<file path="src/rtl/mrsm_pkg.sv">
package mrsm_pkg;

    localparam logic [1:0] OP_RX   = 2'd0;
    localparam logic [1:0] OP_READ = 2'd1;
    localparam logic [1:0] OP_AIR  = 2'd2;
    localparam logic [1:0] OP_ZERO = 2'd3;

    localparam logic [1:0] KIND_TX      = 2'd0;
    localparam logic [1:0] KIND_MEASURE = 2'd1;
    localparam logic [1:0] KIND_CONFIRM = 2'd2;

    localparam logic [7:0] FUNC_READ  = 8'h03;
    localparam logic [7:0] FUNC_WRITE = 8'h06;
    localparam logic [7:0] REG_AIR    = 8'h1A;
    localparam logic [7:0] REG_ZERO   = 8'h1C;
    localparam logic [7:0] QTY_READ   = 8'h06;
    localparam logic [7:0] VAL_CAL    = 8'h01;
    localparam logic [7:0] RESP_BYTES = 8'h0C;
    localparam logic [7:0] ZERO_BYTE  = 8'h00;
    localparam logic [7:0] ADDR_RESET = 8'h01;

    localparam logic [15:0] CRC_INIT = 16'hFFFF;
    localparam logic [15:0] CRC_POLY = 16'hA001;

    localparam int RX_LEN      = 17;
    localparam int FRAME_LEN   = 8;
    localparam int IN_TDATA_W  = 8;
    localparam int OUT_TDATA_W = 104;

    typedef struct packed {
        logic       send;
        logic       cal;
        logic [7:0] func;
        logic [7:0] addr_lo;
        logic [7:0] qty_lo;
        logic [7:0] rx_byte;
    } cmd_t;

endpackage

</file>
<file path="src/rtl/mrsm_front.sv">
module mrsm_front (
    input  logic                              aclk,
    input  logic                              aresetn,
    input  logic                              s_tvalid,
    output logic                              s_tready,
    input  logic [mrsm_pkg::IN_TDATA_W-1:0]   s_tdata,
    input  logic [1:0]                        s_tuser,
    output logic                              cmd_valid,
    input  logic                              cmd_ready,
    output mrsm_pkg::cmd_t                    cmd
);

    logic           hold_valid_reg;
    mrsm_pkg::cmd_t hold_reg;
    mrsm_pkg::cmd_t hold_next;

    assign s_tready  = !hold_valid_reg || cmd_ready;
    assign cmd_valid = hold_valid_reg;
    assign cmd       = hold_reg;

    always_comb begin
        hold_next         = '0;
        hold_next.rx_byte = s_tdata;
        unique case (s_tuser)
            mrsm_pkg::OP_RX: begin
                hold_next.send = 1'b0;
            end
            mrsm_pkg::OP_READ: begin
                hold_next.send    = 1'b1;
                hold_next.func    = mrsm_pkg::FUNC_READ;
                hold_next.addr_lo = mrsm_pkg::ZERO_BYTE;
                hold_next.qty_lo  = mrsm_pkg::QTY_READ;
            end
            mrsm_pkg::OP_AIR: begin
                hold_next.send    = 1'b1;
                hold_next.cal     = 1'b1;
                hold_next.func    = mrsm_pkg::FUNC_WRITE;
                hold_next.addr_lo = mrsm_pkg::REG_AIR;
                hold_next.qty_lo  = mrsm_pkg::VAL_CAL;
            end
            default: begin
                hold_next.send    = 1'b1;
                hold_next.cal     = 1'b1;
                hold_next.func    = mrsm_pkg::FUNC_WRITE;
                hold_next.addr_lo = mrsm_pkg::REG_ZERO;
                hold_next.qty_lo  = mrsm_pkg::VAL_CAL;
            end
        endcase
    end

    always_ff @(posedge aclk) begin
        if (!aresetn) begin
            hold_valid_reg <= 1'b0;
        end else if (s_tready) begin
            hold_valid_reg <= s_tvalid;
        end
    end

    always_ff @(posedge aclk) begin
        if (s_tvalid && s_tready) begin
            hold_reg <= hold_next;
        end
    end

endmodule

</file>
<file path="src/rtl/mrsm_fifo.sv">
module mrsm_fifo #(
    parameter int DEPTH = 4
) (
    input  logic           aclk,
    input  logic           aresetn,
    input  logic           push_valid,
    output logic           push_ready,
    input  mrsm_pkg::cmd_t push_data,
    output logic           pop_valid,
    input  logic           pop_ready,
    output mrsm_pkg::cmd_t pop_data
);

    localparam int PTR_W = (DEPTH > 1) ? $clog2(DEPTH) : 1;
    localparam int CNT_W = $clog2(DEPTH + 1);
    localparam logic [PTR_W-1:0] PTR_LAST = PTR_W'(DEPTH - 1);
    localparam logic [CNT_W-1:0] CNT_FULL = CNT_W'(DEPTH);

    mrsm_pkg::cmd_t   store_reg [DEPTH];
    logic [PTR_W-1:0] wr_ptr_reg;
    logic [PTR_W-1:0] rd_ptr_reg;
    logic [CNT_W-1:0] count_reg;
    logic             do_push;
    logic             do_pop;

    assign push_ready = count_reg != CNT_FULL;
    assign pop_valid  = count_reg != '0;
    assign pop_data   = store_reg[rd_ptr_reg];
    assign do_push    = push_valid && push_ready;
    assign do_pop     = pop_valid && pop_ready;

    always_ff @(posedge aclk) begin
        if (!aresetn) begin
            wr_ptr_reg <= '0;
            rd_ptr_reg <= '0;
            count_reg  <= '0;
        end else begin
            if (do_push) begin
                wr_ptr_reg <= (wr_ptr_reg == PTR_LAST) ? '0 : wr_ptr_reg + PTR_W'(1);
            end
            if (do_pop) begin
                rd_ptr_reg <= (rd_ptr_reg == PTR_LAST) ? '0 : rd_ptr_reg + PTR_W'(1);
            end
            case ({do_push, do_pop})
                2'b10:   count_reg <= count_reg + CNT_W'(1);
                2'b01:   count_reg <= count_reg - CNT_W'(1);
                default: count_reg <= count_reg;
            endcase
        end
    end

    always_ff @(posedge aclk) begin
        if (do_push) begin
            store_reg[wr_ptr_reg] <= push_data;
        end
    end

endmodule

</file>
<file path="src/rtl/mrsm_back.sv">
module mrsm_back (
    input  logic                              aclk,
    input  logic                              aresetn,
    input  logic [7:0]                        slave_address,
    input  logic                              pop_valid,
    output logic                              pop_ready,
    input  mrsm_pkg::cmd_t                    pop_data,
    output logic                              m_tvalid,
    input  logic                              m_tready,
    output logic [mrsm_pkg::OUT_TDATA_W-1:0]  m_tdata,
    output logic [1:0]                        m_tuser,
    output logic                              m_tlast
);

    typedef enum logic [1:0] {
        B_FETCH = 2'b01,
        B_SEND  = 2'b10
    } back_state_t;

    localparam logic [2:0] IDX_CRC_LO = 3'd6;
    localparam logic [2:0] IDX_LAST   = 3'(mrsm_pkg::FRAME_LEN - 1);
    localparam logic [4:0] ECHO_COUNT = 5'(mrsm_pkg::FRAME_LEN);
    localparam logic [4:0] FULL_COUNT = 5'(mrsm_pkg::RX_LEN);

    function automatic logic [15:0] crc_update(input logic [15:0] crc_in,
                                               input logic [7:0] data);
        logic [15:0] c;
        c = crc_in ^ {8'h00, data};
        for (int b = 0; b < 8; b++) begin
            c = c[0] ? ((c >> 1) ^ mrsm_pkg::CRC_POLY) : (c >> 1);
        end
        return c;
    endfunction

    back_state_t    state_reg;
    mrsm_pkg::cmd_t cur_reg;
    logic [2:0]     idx_reg;
    logic [15:0]    crc_reg;
    logic [7:0]     rx_store_reg [mrsm_pkg::RX_LEN];
    logic [7:0]     sent_frame_reg [mrsm_pkg::FRAME_LEN];
    logic [4:0]     rx_count_reg;
    logic           echo_pending_reg;

    logic           m_valid_reg;
    logic [1:0]     m_kind_reg;
    logic [7:0]     m_tx_reg;
    logic [31:0]    m_ox_reg;
    logic [31:0]    m_sat_reg;
    logic [31:0]    m_temp_reg;
    logic           m_last_reg;

    logic           load_ok;
    logic           in_send;
    mrsm_pkg::cmd_t cmd_sel;
    logic [2:0]     idx_sel;
    logic [15:0]    crc_sel;
    logic [7:0]     frame_byte;
    logic [15:0]    crc_step;
    logic           send_step;
    logic           rx_step;
    logic [7:0]     rx_byte;
    logic [4:0]     cnt1;
    logic           echo_same;
    logic           echo_hit;
    logic           full;
    logic           hdr_ok;
    logic           emit_rx;
    logic [1:0]     kind_next;
    logic [7:0]     tx_next;
    logic [31:0]    ox_next;
    logic [31:0]    sat_next;
    logic [31:0]    temp_next;
    logic           last_next;

    assign load_ok   = !m_valid_reg || m_tready;
    assign in_send   = state_reg == B_SEND;
    assign cmd_sel   = in_send ? cur_reg : pop_data;
    assign idx_sel   = in_send ? idx_reg : 3'd0;
    assign crc_sel   = in_send ? crc_reg : mrsm_pkg::CRC_INIT;
    assign pop_ready = !in_send && load_ok;
    assign send_step = load_ok && (in_send || (pop_valid && pop_data.send));
    assign rx_step   = !in_send && load_ok && pop_valid && !pop_data.send;
    assign rx_byte   = pop_data.rx_byte;
    assign cnt1      = rx_count_reg + 5'd1;
    assign full      = cnt1 == FULL_COUNT;
    assign crc_step  = crc_update(crc_sel, frame_byte);

    always_comb begin
        case (idx_sel)
            3'd0:    frame_byte = slave_address;
            3'd1:    frame_byte = cmd_sel.func;
            3'd2:    frame_byte = mrsm_pkg::ZERO_BYTE;
            3'd3:    frame_byte = cmd_sel.addr_lo;
            3'd4:    frame_byte = mrsm_pkg::ZERO_BYTE;
            3'd5:    frame_byte = cmd_sel.qty_lo;
            3'd6:    frame_byte = crc_sel[7:0];
            default: frame_byte = crc_sel[15:8];
        endcase
    end

    always_comb begin
        echo_same = rx_byte == sent_frame_reg[mrsm_pkg::FRAME_LEN-1];
        for (int i = 0; i < mrsm_pkg::FRAME_LEN - 1; i++) begin
            echo_same = echo_same && (rx_store_reg[i] == sent_frame_reg[i]);
        end
    end

    assign echo_hit = echo_pending_reg && (cnt1 == ECHO_COUNT) && echo_same;
    assign hdr_ok   = (rx_store_reg[0] == slave_address)
                   && (rx_store_reg[1] == mrsm_pkg::FUNC_READ)
                   && (rx_store_reg[2] == mrsm_pkg::RESP_BYTES);
    assign emit_rx  = rx_step && (echo_hit || (full && hdr_ok));

    always_comb begin
        kind_next = mrsm_pkg::KIND_MEASURE;
        tx_next   = '0;
        ox_next   = {rx_store_reg[3], rx_store_reg[4], rx_store_reg[5], rx_store_reg[6]};
        sat_next  = {rx_store_reg[7], rx_store_reg[8], rx_store_reg[9], rx_store_reg[10]};
        temp_next = {rx_store_reg[11], rx_store_reg[12], rx_store_reg[13], rx_store_reg[14]};
        last_next = 1'b1;
        if (send_step) begin
            kind_next = mrsm_pkg::KIND_TX;
            tx_next   = frame_byte;
            last_next = idx_sel == IDX_LAST;
        end else if (echo_hit) begin
            kind_next = mrsm_pkg::KIND_CONFIRM;
        end
        if (send_step || echo_hit) begin
            ox_next   = '0;
            sat_next  = '0;
            temp_next = '0;
        end
    end

    always_ff @(posedge aclk) begin
        if (!aresetn) begin
            state_reg        <= B_FETCH;
            m_valid_reg      <= 1'b0;
            rx_count_reg     <= '0;
            echo_pending_reg <= 1'b0;
        end else begin
            if (load_ok) begin
                m_valid_reg <= send_step || emit_rx;
            end
            unique case (state_reg)
                B_FETCH: begin
                    if (send_step) begin
                        state_reg <= B_SEND;
                        if (pop_data.cal) begin
                            echo_pending_reg <= 1'b1;
                        end
                    end
                end
                B_SEND: begin
                    if (load_ok && idx_reg == IDX_LAST) begin
                        state_reg <= B_FETCH;
                    end
                end
                default: state_reg <= B_FETCH;
            endcase
            if (rx_step) begin
                if (echo_hit) begin
                    echo_pending_reg <= 1'b0;
                    rx_count_reg     <= '0;
                end else if (full) begin
                    rx_count_reg <= '0;
                end else begin
                    rx_count_reg <= cnt1;
                end
            end
        end
    end

    always_ff @(posedge aclk) begin
        if (send_step) begin
            idx_reg <= idx_sel + 3'd1;
            if (idx_sel < IDX_CRC_LO) begin
                crc_reg <= crc_step;
            end
            if (!in_send) begin
                cur_reg <= pop_data;
            end
            if (cmd_sel.cal) begin
                sent_frame_reg[idx_sel] <= frame_byte;
            end
        end
        if (rx_step) begin
            rx_store_reg[rx_count_reg] <= rx_byte;
        end
        if (load_ok) begin
            m_kind_reg <= kind_next;
            m_tx_reg   <= tx_next;
            m_ox_reg   <= ox_next;
            m_sat_reg  <= sat_next;
            m_temp_reg <= temp_next;
            m_last_reg <= last_next;
        end
    end

    assign m_tvalid = m_valid_reg;
    assign m_tuser  = m_kind_reg;
    assign m_tlast  = m_last_reg;
    assign m_tdata  = {m_temp_reg, m_sat_reg, m_ox_reg, m_tx_reg};

endmodule

</file>
<file path="src/rtl/modbus_rtu_sensor_master_core.sv">
// Channel   Direction  Content
// s_        in         operation (tuser), received byte (tdata)
// m_        out        result kind (tuser), frame byte and sensor words (tdata), tlast
// cfg_      in         slave address write
//
// A send command goes out on the back sequencer one frame byte per cycle unless the output
// stalls, with the CRC taken over the first six bytes; received bytes wait while a frame goes out.
// Commands wait in a QUEUE_DEPTH entry queue, so input keeps flowing while frames go out.
// Output stalls freeze the back sequencer; input stalls only when the queue fills.
// Reset is synchronous and active low; slave address resets to 1.
module modbus_rtu_sensor_master_core #(
    parameter int QUEUE_DEPTH = 4
) (
    input  logic                              aclk,
    input  logic                              aresetn,
    input  logic                              s_tvalid,
    output logic                              s_tready,
    input  logic [mrsm_pkg::IN_TDATA_W-1:0]   s_tdata,   // [7:0] rx_byte
    input  logic [1:0]                        s_tuser,   // [1:0] operation
    output logic                              m_tvalid,
    input  logic                              m_tready,
    output logic [mrsm_pkg::OUT_TDATA_W-1:0]  m_tdata,   // [7:0] tx_byte, [39:8] oxygen_bits,
                                                         // [71:40] saturation_bits,
                                                         // [103:72] temperature_bits
    output logic [1:0]                        m_tuser,   // [1:0] result_kind
    output logic                              m_tlast,
    input  logic                              cfg_valid,
    output logic                              cfg_ready,
    input  logic [7:0]                        cfg_data
);

    logic [7:0]     slave_address_reg;
    logic           front_valid;
    logic           front_ready;
    mrsm_pkg::cmd_t front_cmd;
    logic           queue_valid;
    logic           queue_ready;
    mrsm_pkg::cmd_t queue_cmd;

    assign cfg_ready = 1'b1;

    always_ff @(posedge aclk) begin
        if (!aresetn) begin
            slave_address_reg <= mrsm_pkg::ADDR_RESET;
        end else if (cfg_valid && cfg_ready) begin
            slave_address_reg <= cfg_data;
        end
    end

    mrsm_front u_front (
        .aclk      (aclk),
        .aresetn   (aresetn),
        .s_tvalid  (s_tvalid),
        .s_tready  (s_tready),
        .s_tdata   (s_tdata),
        .s_tuser   (s_tuser),
        .cmd_valid (front_valid),
        .cmd_ready (front_ready),
        .cmd       (front_cmd)
    );

    mrsm_fifo #(
        .DEPTH (QUEUE_DEPTH)
    ) u_fifo (
        .aclk       (aclk),
        .aresetn    (aresetn),
        .push_valid (front_valid),
        .push_ready (front_ready),
        .push_data  (front_cmd),
        .pop_valid  (queue_valid),
        .pop_ready  (queue_ready),
        .pop_data   (queue_cmd)
    );

    mrsm_back u_back (
        .aclk          (aclk),
        .aresetn       (aresetn),
        .slave_address (slave_address_reg),
        .pop_valid     (queue_valid),
        .pop_ready     (queue_ready),
        .pop_data      (queue_cmd),
        .m_tvalid      (m_tvalid),
        .m_tready      (m_tready),
        .m_tdata       (m_tdata),
        .m_tuser       (m_tuser),
        .m_tlast       (m_tlast)
    );

endmodule

</file>
<file path="config.mk">
export PLATFORM = sky130hd
export DESIGN_NAME = modbus_rtu_sensor_master_core
export DESIGN_NICKNAME = d
export VERILOG_FILES = /design/src/rtl/mrsm_pkg.sv /design/src/rtl/mrsm_front.sv /design/src/rtl/mrsm_fifo.sv /design/src/rtl/mrsm_back.sv /design/src/rtl/modbus_rtu_sensor_master_core.sv
export SDC_FILE = /design/constraint.sdc
export NUM_CORES = 1
export LEC_CHECK = 0
export BUFFER_PORTS_ARGS = -buffer_cell sky130_fd_sc_hd__buf_2
export CAP_MARGIN = 20
export CORE_MARGIN = 10
export CORE_UTILIZATION = 24
export CTS_BUF_LIST = sky130_fd_sc_hd__clkbuf_8
export DETAILED_ROUTE_END_ITERATION = 6
export HOLD_SLACK_MARGIN = 0.15
export SLEW_MARGIN = 40
export SYNTH_ARGS = -nofsm -noshare
export SYNTH_HDL_FRONTEND = slang
export SYNTH_SLANG_ARGS = --single-unit
export TNS_END_PERCENT = 50
</file>
<file path="constraint.sdc">
create_clock -name aclk -period 5 [get_ports aclk]
set_clock_uncertainty 0.05 [all_clocks]
set_input_delay 1.25 -clock aclk [delete_from_list [all_inputs] [get_ports aclk]]
set_output_delay 1.25 -clock aclk [all_outputs]
set_load 0.02 [all_outputs]
</file>
# Word level (Yosys, flattened, before mapping)
# Memories as Yosys holds them, arrays and structs flattened. A register that Yosys moved wholly into a read port is not among the register bits.
# Index checks and enable logic that the tools add are counted.
[classes] n_addsub=6 magnitude_cmp=1 eq_ne=32 muxes=38 n_bitwise=10 n_reduce_logical=40
[ops] cell="$mux W16" n=8
[ops] cell="$eq A8 B8 Y1" n=9
[ops] cell="$pmux W19 S3" n=1
[ops] cell="$pmux W8 S6" n=1
[ops] cell="$mux W33" n=1
[ops] cell="$not A2 Y3" n=8
[ops] cell="$logic_and A1 B1 Y1" n=21
[ops] cell="$xor A16 B8 Y16" n=1
[ops] cell="$eq A3 B3 Y1 const B" n=5
[ops] cell="$mux W1" n=14
[ops] cell="$mux W14" n=1
[ops] cell="$mux W2" n=7
[ops] cell="$eq A2 B2 Y1 const B" n=5
[ops] cell="$mux W5" n=2
[ops] cell="$eq A8 B2 Y1 const B" n=1
[ops] cell="$eq A8 B4 Y1 const B" n=1
[ops] cell="$add A3 B1 Y3 const B" n=2
[ops] cell="$eq A2 B1 Y1 const B" n=3
[ops] cell="$eq A3 B2 Y1 const B" n=2
[ops] cell="$logic_or A1 B1 Y1" n=6
[ops] cell="$pmux W3 S2" n=1
[ops] cell="$reduce_and A2 Y1" n=3
[ops] cell="$add A5 B1 Y5 const B" n=1
[ops] cell="$eq A5 B4 Y1 const B" n=1
[ops] cell="other kinds (17)" n=22
[word_totals] register_bits=154 ramBits=336 in_bits=23 output_inout_bits=110 wordCells=157 mem_count=3
[mem_list] name="u_back.rx_store_reg" words=17 width=8 rd=15 rd_ports_with_merged_regs=8 write_ports=1 line="mrsm_back.sv:39" source="logic [7:0] rx_store_reg [mrsm_pkg::RX_LEN];"
[mem_list] name="u_fifo.store_reg" words=4 width=34 rd=1 rd_ports_with_merged_regs=1 write_ports=1 line="mrsm_fifo.sv:19" source="mrsm_pkg::cmd_t store_reg [DEPTH];"
[mem_list] name="u_back.sent_frame_reg" words=8 width=8 rd=8 rd_ports_with_merged_regs=0 write_ports=1 line="mrsm_back.sv:40" source="logic [7:0] sent_frame_reg [mrsm_pkg::FRAME_LEN];"

# Logic depth before layout (Yosys ltp)
# Gate-level depths: netlist of the first run.
[depth] ltp_word=22 mapped_depth=16

# Cells and area by module
# A second synthesis of the first run with hierarchy kept.
[unflattened] cells_unflattened=1211 area_unflattened_um2=20165.6
[by_module_without_submodules] mod="mrsm_back" n_inst=1 cells_per_inst=904 area_per_inst_um2=13793.2 seq_area_each_um2=10239.8
[by_module_without_submodules] mod="mrsm_fifo" n_inst=1 cells_per_inst=234 area_per_inst_um2=5397.7 seq_area_each_um2=4264.1
[by_module_without_submodules] mod="mrsm_front" n_inst=1 cells_per_inst=46 area_per_inst_um2=664.4 seq_area_each_um2=440.4
[by_module_without_submodules] mod="modbus_rtu_sensor_master_core" n_inst=1 cells_per_inst=27 area_per_inst_um2=310.3 seq_area_each_um2=160.2

# Least setup slack after synthesis of the first run
# OpenSTA, ideal clock, no wires.
[synth_timing] path_kind="in2reg" startpoint="in m_tready" endpoint="reg u_back.cur_reg[10] (netlist bit) (enable)" setup_time_ns=0.400 arrival_time_ns=4.897 required_time_ns=4.550 setup_slack_ns=-0.347 path_stages=5 path_buffers=1 cell_sequence="nor2b_1 > inv_1 > o21ai_1 > inv_1 > clkbuf_1"
[synth_via] elab_chain_len=2
[synth_rtl] item="start: declaration" line="modbus_rtu_sensor_master_core.sv:21" source="input logic m_tready,"
[synth_rtl] item="$logic_or A1 B1 Y1" line="mrsm_back.sv:75" source="assign load_ok = !m_valid_reg || m_tready;"
[synth_rtl] item="named net u_back.load_ok" line="mrsm_back.sv:52" source="logic load_ok;"
[synth_rtl] item="$logic_and A1 B1 Y1" line="mrsm_back.sv:81" source="assign send_step = load_ok && (in_send || (pop_valid && pop_data.send));"
[synth_rtl] item="named net u_back.send_step" line="mrsm_back.sv:59" source="logic send_step;"
[synth_rtl] item="end signal: assignment" line="mrsm_back.sv:181" source="cur_reg <= pop_data;"
[synth_rtl] item="end: declaration" line="mrsm_back.sv:36" source="mrsm_pkg::cmd_t cur_reg;"
# The timed path passes the listed nets, and every way through them passes these cells.
# A chain may end at the register's enable or synchronous reset.

# Worst setup path after layout of the first run
[layout_timing] startpoint="reg u_back.idx_reg[1]" endpoint="reg u_back.crc_reg[0] (data pin)"
[layout_via] elab_chain_len=14
[layout_rtl] item="start: declaration" line="mrsm_back.sv:37" source="logic [2:0] idx_reg;"
[layout_rtl] item="start signal: assignment" line="mrsm_back.sv:176" source="idx_reg <= idx_sel + 3'd1;"
[layout_rtl] item="$mux W3 (*)" line="mrsm_back.sv:78" source="assign idx_sel = in_send ? idx_reg : 3'd0;"
[layout_rtl] item="$eq A3 B2 Y1 or $eq A3 B3 Y1 (tied branches)" line="mrsm_back.sv:89" source="case (idx_sel)"
[layout_rtl] item="$reduce_or A2 Y1 (no line)"
[layout_rtl] item="$pmux W8 S6 (*)" line="mrsm_back.sv:89"
[layout_rtl] item="named net u_back.frame_byte[5]" line="mrsm_back.sv:57" source="logic [7:0] frame_byte;"
[layout_rtl] item="$xor A16 B8 Y16 (*)" line="mrsm_back.sv:28" source="c = crc_in ^ {8'h00, data};"
[layout_rtl] item="$mux W16 (*) (4 in series)" line="mrsm_back.sv:30" source="c = c[0] ? ((c >> 1) ^ mrsm_pkg::CRC_POLY) : (c >> 1);"
[layout_rtl] item="$not A2 Y3 (no line)"
[layout_rtl] item="$mux W16 (*) (3 in series)" line="mrsm_back.sv:30"
[layout_rtl] item="$mux W14 (*)" line="mrsm_back.sv:30"
[layout_rtl] item="named net u_back.crc_step[0]" line="mrsm_back.sv:58" source="logic [15:0] crc_step;"
[layout_rtl] item="end signal: assignment" line="mrsm_back.sv:178" source="crc_reg <= crc_step;"
[layout_rtl] item="end: declaration" line="mrsm_back.sv:38" source="logic [15:0] crc_reg;"
# The timed path passes the listed nets; every way through them passes the cells marked *.

==> results of run 1 <==
area by class of cell:
type	instances	area (sq um)	area share, %
clock inverters	59	344	1.70
inverters	28	109	0.537
multi-input cells	532	3950	19.5
flip-flops and latches	437	12900	63.4
repair buffers	149	795	3.92
diodes	1	2.50	0.0124
well taps	940	1180	5.80
clock buffers	75	1030	5.09
worst max-delay path, cell delays in order, from the launching register on:
cell	delay, ns
sky130_fd_sc_hd__edfxtp_1	0.66
sky130_fd_sc_hd__nand2_1	0.20
sky130_fd_sc_hd__nor2_1	0.19
sky130_fd_sc_hd__ha_1	0.50
sky130_fd_sc_hd__and3b_1	0.33
sky130_fd_sc_hd__nand2_1	0.36
sky130_fd_sc_hd__nor2_1	0.10
sky130_fd_sc_hd__a21oi_2	0.11
sky130_fd_sc_hd__buf_4	0.19
sky130_fd_sc_hd__xor2_1	0.29
sky130_fd_sc_hd__xor2_1	0.23
sky130_fd_sc_hd__xnor3_2	0.51
sky130_fd_sc_hd__xor3_1	0.36
per-layer routing:
layer / wire length [um] / GRT usage, % / part of all wire (%)
met4: 1010 / 3.36 / 2.4
met1: 17800 / 12.2 / 43
met3: 2620 / 2.88 / 6.4
met2: 19800 / 16.2 / 48
met5: 9 / 0 / 0.022
worst paths after layout:
path / start / end / slack, ns / cells after the start
worst max-delay path: u_back.idx_reg[1] / u_back.crc_reg[0] / 0.65 / 12
worst min-delay path: u_front.cmd[2] / u_fifo.store_reg[3][2] / 0.44 / 0
worst max register to register: u_back.idx_reg[1] / u_back.crc_reg[0] / 0.65 / 12
worst min register to register: u_front.cmd[2] / u_fifo.store_reg[3][2] / 0.44 / 0
metrics by stage:
step / utilization (%) / cells / area (sq um) / worst slack (ns)
after floorplan: - / 1034 / 17000 / 0.282
after global routing: 28.9 / 2221 / 20300 / 0.382
after detailed placement: 26.9 / 2086 / 18900 / 0.767
final: 28.9 / 2221 / 20300 / 0.652
after global placement: 26.9 / 2086 / 18800 / 0.909
after CTS: 28.9 / 2220 / 20200 / 0.758
cells by family (layout without fill, tap and decap cells):
logic type	after synthesis	in the layout	synth area share, %
simple gates	314	314	10.4
other cells	1	2	0.0220
compound gates	83	83	3.64
flops	437	437	75.5
fa+ha+maj	15	15	1.15
buf+inv	65	311	1.59
mux	30	30	2.94
xor+xnor	89	89	4.76
report_power, final:
group | internal [W] | switching (W) | leakage [nW]
logic | 0.000736 | 0.00157 | 2.12
clock network | 0.00153 | 0.00146 | 0.791
registers | 0.00491 | 0.000339 | 4.14
total | 0.00718 | 0.00338 | 7.05
cells in the mapped netlist (8+ instances only):
master / instances / area, sq um
sky130_fd_sc_hd__clkbuf_1: 26 / 97.6
sky130_fd_sc_hd__o21ai_0: 11 / 55.1
sky130_fd_sc_hd__dfxtp_1: 27 / 541
sky130_fd_sc_hd__ha_1: 14 / 175
sky130_fd_sc_hd__edfxtp_1: 410 / 12300
sky130_fd_sc_hd__mux4_2: 15 / 338
sky130_fd_sc_hd__a21oi_1: 13 / 65.1
sky130_fd_sc_hd__nand4_1: 17 / 106
sky130_fd_sc_hd__inv_1: 27 / 101
sky130_fd_sc_hd__and2_1: 125 / 782
sky130_fd_sc_hd__xor2_1: 26 / 228
sky130_fd_sc_hd__nor4_1: 11 / 68.8
sky130_fd_sc_hd__mux2i_1: 11 / 110
sky130_fd_sc_hd__xnor2_1: 61 / 534
sky130_fd_sc_hd__nand3_1: 8 / 40.0
sky130_fd_sc_hd__nand2_1: 38 / 143
sky130_fd_sc_hd__nor3_1: 8 / 40.0
sky130_fd_sc_hd__nor2b_1: 16 / 100
sky130_fd_sc_hd__nand2b_1: 12 / 75.1
sky130_fd_sc_hd__nor2_1: 47 / 176
==> PnR_summary.wiki, run 1 <==
{| class="wikitable"
! Metric !! Value
|-
| Die span in x || 286 um
|-
| Category of the most critical setup path || register to register
|-
| Count of flip-flops with a built-in enable after synthesis || 410
|-
| Pin count of the biggest net entering global routing || 98
|-
| Number of clock sinks || 437
|-
| Portion of the clock cycle consumed by the worst path in the final layout || 87.0%
|-
| Setup repair after global routing missed its margin || false
|-
| Leakage component of the power || 7.05 nW
|-
| TritonCTS clock tree || done
|-
| Number of global-route vias before repair || 9,430
|-
| Clock latency of the later-clocked register in the worst-skew pair || 0.64 ns
|-
| Area delta synth->final || 19.0%
|-
| Net Count, Synth || 1,072
|-
| Violation count after the first detailed-routing iteration || 559
|-
| Ratio of cells with drive above 1 in the final layout || 22.7%
|-
| CTS root buffer || sky130_fd_sc_hd__clkbuf_8
|-
| Number of remaining DRC errors || 0
|-
| CTS Buffer Depth || 3
|-
| Routed wire length per instance || 18.6 um
|-
| Type of origin of the critical path || register
|-
| Synth Flop Type || sky130_fd_sc_hd__edfxtp_1
|-
| Worst-path clk slew || 0.06 ns
|-
| Count of buffers added by post-CTS timing repair for setup || 0
|-
| Hold Fails Final Rpt || 0
|-
| Number of levels in the clock H-tree || 3
|-
| Hold Path Class || register to register
|-
| Die boundary height || 286 um
|-
| Flip-flop count of the largest register after layout || 120
|-
| Final-layout worst hold slack || 0.438 ns
|-
| CTS-repair resized insts || 0
|-
| Max-cap violation count || 0
|-
| Number of I/O port buffers || 131
|-
| Number of buffers inserted for hold repair after clock tree synthesis || 0
|-
| Aggregate global routing overflow || 0
|-
| Slew headroom || 40.7%
|-
| CP max FO || 16
|-
| Number of standard-cell rows in the floorplan || 97
|-
| Achievable frequency || 230 MHz
|-
| Number of ports placed on the die boundary || 133
|-
| Routability-driven placement congestion ratio || 0.883
|-
| Total negative slack for setup checks || 0 ns
|-
| Leading cell type in the layout, fill and taps excluded || sky130_fd_sc_hd__edfxtp_1
|-
| Detailed-route vias per instance || 4.11
|-
| Number of inserted filler cells in the final layout || 7,086
|-
| GRT Util Overall || 9.85%
|-
| Synthesis-stage register bit count || 437
|-
| Final worst path period need || 4.35 ns
|-
| Final Slew Violations || 0
|-
| Initial cell density of the core || 24.3%
|-
| HPWL after detailed placement || 27.9 mm
|-
| First-pass detailed-route iteration total || 5
|-
| VDD IR max || 0.000248 V
|-
| Die area || 82,000 sq um
|-
| Count of vias placed by the detailed router || 9,130
|-
| Yosys synthesis warning count || 0
|-
| Mean instance size in the synthesized netlist || 16.5 sq um
|-
| Antenna violations before repair || 3
|-
| Leading cell types in the layout, fill and taps excluded || sky130_fd_sc_hd__edfxtp_1, sky130_fd_sc_hd__buf_2, sky130_fd_sc_hd__and2_1
|-
| Arrival time at the worst endpoint || 4.69 ns
|-
| Area of the mapped netlist || 17,000 sq um
|-
| Net total in the final layout || 1,260
|-
| Antenna violation net count after detailed routing || 0
|-
| Design Power || 0.0106 W
|-
| Core footprint || 70,100 sq um
|-
| Ratio of total power to cell area || 521 nW/um^2
|-
| Post-synth cell types || 73
|-
| Number of standard cells after synthesis || 1,034
|-
| WP data required || 5.34 ns
|-
| Number of buffers added by the clock tree synthesis step || 74
|-
| Number of setup violations in the final report || 0
|-
| Status || completed
|-
| Setup crit end kind || register
|-
| Sequential-to-total area share from yosys stat || 75.5%
|-
| Global-route wire length before repair || 60.9 mm
|-
| Detailed-route wire length || 41.2 mm
|-
| Worst slew pin tran || 0.887 ns
|-
| Async set-or-reset flop fraction in the synthesized netlist || 0%
|}
Power figures use the tool's default switching activity.
==> run 2, diff against run 1 <==
Settings changed: BUFFER_PORTS_ARGS -buffer_cell sky130_fd_sc_hd__buf_2 to not set, DONT_BUFFER_PORTS set to 1, PLACE_DENSITY set to 0.5.
==> run 2 against run 1 <==
Compared with the run above:
- routed wire length rose by 3.6%
- highest routed layer is now met4
- via count is 4.4% lower
- largest power group unchanged
- sequential cell count did not move
- global-route usage is 0.45 points higher
- critical path depth is 1 lower
- power fell by 1.8%
==> PnR_summary.wiki, run 2 (synthesis gave the netlist of run 1 again) <==
{| class="wikitable"
! Metric !! Value
|-
| Status || completed
|-
| Pin count of the biggest net entering global routing || 98 (unchanged)
|-
| Number of standard-cell rows in the floorplan || 97 (unchanged)
|-
| Number of clock sinks || 437 (unchanged)
|-
| Detailed-route wire length || 42.7 mm (+3.6%)
|-
| Flip-flop count of the largest register after layout || 120 (unchanged)
|-
| Post-place instance area || 18,300 sq um (-3.1%)
|-
| Die boundary height || 286 um (unchanged)
|-
| Violation count after the first detailed-routing iteration || 677 (+21%)
|-
| TritonCTS clock tree || done
|-
| Routed wire length per instance || 20.4 um (+9.9%)
|-
| Die area || 82,000 sq um (unchanged)
|-
| Type of origin of the critical path || register
|-
| Number of I/O port buffers || 0 (-100%)
|-
| Total negative slack for setup checks || 0 ns (unchanged)
|-
| Final-layout worst hold slack || 0.441 ns (+0.00329 ns)
|-
| HPWL after detailed placement || 28.7 mm (+2.8%)
|-
| GRT Util Overall || 10.3% (+0.45 points)
|-
| Final worst path period need || 4.42 ns (+0.0684 ns)
|-
| Setup crit end kind || register
|-
| Initial cell density of the core || 24.3% (unchanged)
|-
| CTS-repair resized insts || 0 (unchanged)
|-
| Worst slew pin tran || 0.848 ns (-0.0382 ns)
|-
| Arrival time at the worst endpoint || 4.73 ns (+0.04 ns)
|-
| Setup repair after global routing missed its margin || false
|-
| CTS root buffer || sky130_fd_sc_hd__clkbuf_8
|-
| Ratio of total power to cell area || 526 nW/um^2 (+1.1%)
|-
| Design Area, Final || 19,700 sq um (-2.9%)
|-
| Achievable frequency || 226 MHz (-1.5%)
|-
| Slew headroom || 43.4% (+2.8 points)
|-
| Number of ports placed on the die boundary || 133 (unchanged)
|-
| Leading cell type in the layout, fill and taps excluded || sky130_fd_sc_hd__edfxtp_1
|-
| Worst-path clk slew || 0.06 ns (about the same)
|-
| Die span in x || 286 um (unchanged)
|-
| Category of the most critical setup path || register to register
|-
| Core footprint || 70,100 sq um (unchanged)
|-
| Aggregate global routing overflow || 0 (unchanged)
|-
| Portion of the clock cycle consumed by the worst path in the final layout || 88.3% (+1.4 points)
|-
| First-pass detailed-route iteration total || 5 (unchanged)
|-
| Number of remaining DRC errors || 0 (unchanged)
|-
| Area delta synth->final || 15.6%
|-
| Final Slew Violations || 0 (unchanged)
|-
| Hold Fails Final Rpt || 0 (unchanged)
|-
| Detailed-route vias per instance || 4.17 (+1.4%)
|-
| Number of global-route vias before repair || 8,964 (-4.9%)
|-
| Ratio of cells with drive above 1 in the final layout || 14.3% (-8.4 points)
|-
| Number of setup violations in the final report || 0 (unchanged)
|-
| Number of buffers added by the clock tree synthesis step || 74 (unchanged)
|-
| Count of vias placed by the detailed router || 8,728 (-4.4%)
|-
| Global-route wire length before repair || 62.3 mm (+2.3%)
|-
| WP data required || 5.31 ns (-0.03 ns)
|-
| CP max FO || 16 (unchanged)
|-
| Max-cap violation count || 0 (unchanged)
|-
| Leakage component of the power || 6.52 nW (-7.5%)
|-
| Leading cell types in the layout, fill and taps excluded || sky130_fd_sc_hd__edfxtp_1, sky130_fd_sc_hd__and2_1, sky130_fd_sc_hd__clkbuf_8
|-
| CTS Buffer Depth || 3 (unchanged)
|-
| Antenna violation net count after detailed routing || 0 (unchanged)
|-
| Hold Path Class || register to register
|-
| Number of buffers inserted for hold repair after clock tree synthesis || 0 (unchanged)
|-
| Net total in the final layout || 1,135 (-9.9%)
|-
| Antenna violations before repair || 3 (unchanged)
|-
| Routability-driven placement congestion ratio || 0.877 (-0.77%)
|-
| VDD IR max || 0.000199 V (-20%)
|-
| Clock latency of the later-clocked register in the worst-skew pair || 0.65 ns (about the same)
|-
| Count of buffers added by post-CTS timing repair for setup || 0 (unchanged)
|-
| Number of levels in the clock H-tree || 3 (unchanged)
|}
## run 2: path summary, 6_finish.rpt
kind              slack (ns)  cells after the start         startpoint                 endpoint
hold / removal          0.44                      0    u_front.cmd[33]  u_fifo.store_reg[1][28]
setup reg to reg        0.58                     11  u_back.idx_reg[0]        u_back.crc_reg[0]
setup / recovery        0.58                     11  u_back.idx_reg[0]        u_back.crc_reg[0]
hold reg to reg         0.44                      0    u_front.cmd[33]  u_fifo.store_reg[1][28]
## run 2: worst max-delay path, cell delays in order (launching register included)
cell                       delay (ns)
sky130_fd_sc_hd__edfxtp_1        0.62
sky130_fd_sc_hd__nand2_1         0.21
sky130_fd_sc_hd__nor2_1          0.21
sky130_fd_sc_hd__ha_1            0.49
sky130_fd_sc_hd__and3b_1         0.31
sky130_fd_sc_hd__nand2_1         0.34
sky130_fd_sc_hd__nor2_1          0.09
sky130_fd_sc_hd__a21oi_2         0.43
sky130_fd_sc_hd__xor2_1          0.30
sky130_fd_sc_hd__xor2_1          0.23
sky130_fd_sc_hd__xnor3_2         0.50
sky130_fd_sc_hd__xor3_1          0.36
## run 2: layout make-up
cell class,instances,area [sq um]
Fill cell,7110,50500
Sequential cell,437,12900
Multi-Input combinational cell,532,3980
Tap cell,940,1180
Clock buffer,77,1060
Clock inverter,55,315
Timing Repair Buffer,24,188
Inverter,28,109
Antenna cell,1,2.50
## run 2: power by group
part / internal [W] / switching (W) / leakage [nW]
Combinational: 0.000526 / 0.00102 / 1.60
Clock: 0.00155 / 0.00145 / 0.783
Sequential: 0.00495 / 0.000869 / 4.14
Total: 0.00702 / 0.00334 / 6.52
## run 2: routing by layer
metal  global-route usage [%]  up-vias  share of wire, %  wire, um
li1                         -     3966                 -         -
met1                     13.1     4364                44     18700
met2                     16.6      307                47     20100
met3                     2.99       91               6.6      2800
met4                     3.50        0               2.6      1110
met5                        0        -                 0         0
## run 2: stage by stage
step,instances,utilization (%),total power [W],worst slack (ns)
after CTS,2093,28.0,0.0106,0.641
after floorplan,1034,-,0.00668,0.282
final,2094,28.1,0.0104,0.584
after global placement,1961,26.0,0.00747,0.821
after global routing,2094,28.1,0.0109,0.291
after detailed placement,1961,26.1,0.00752,0.672
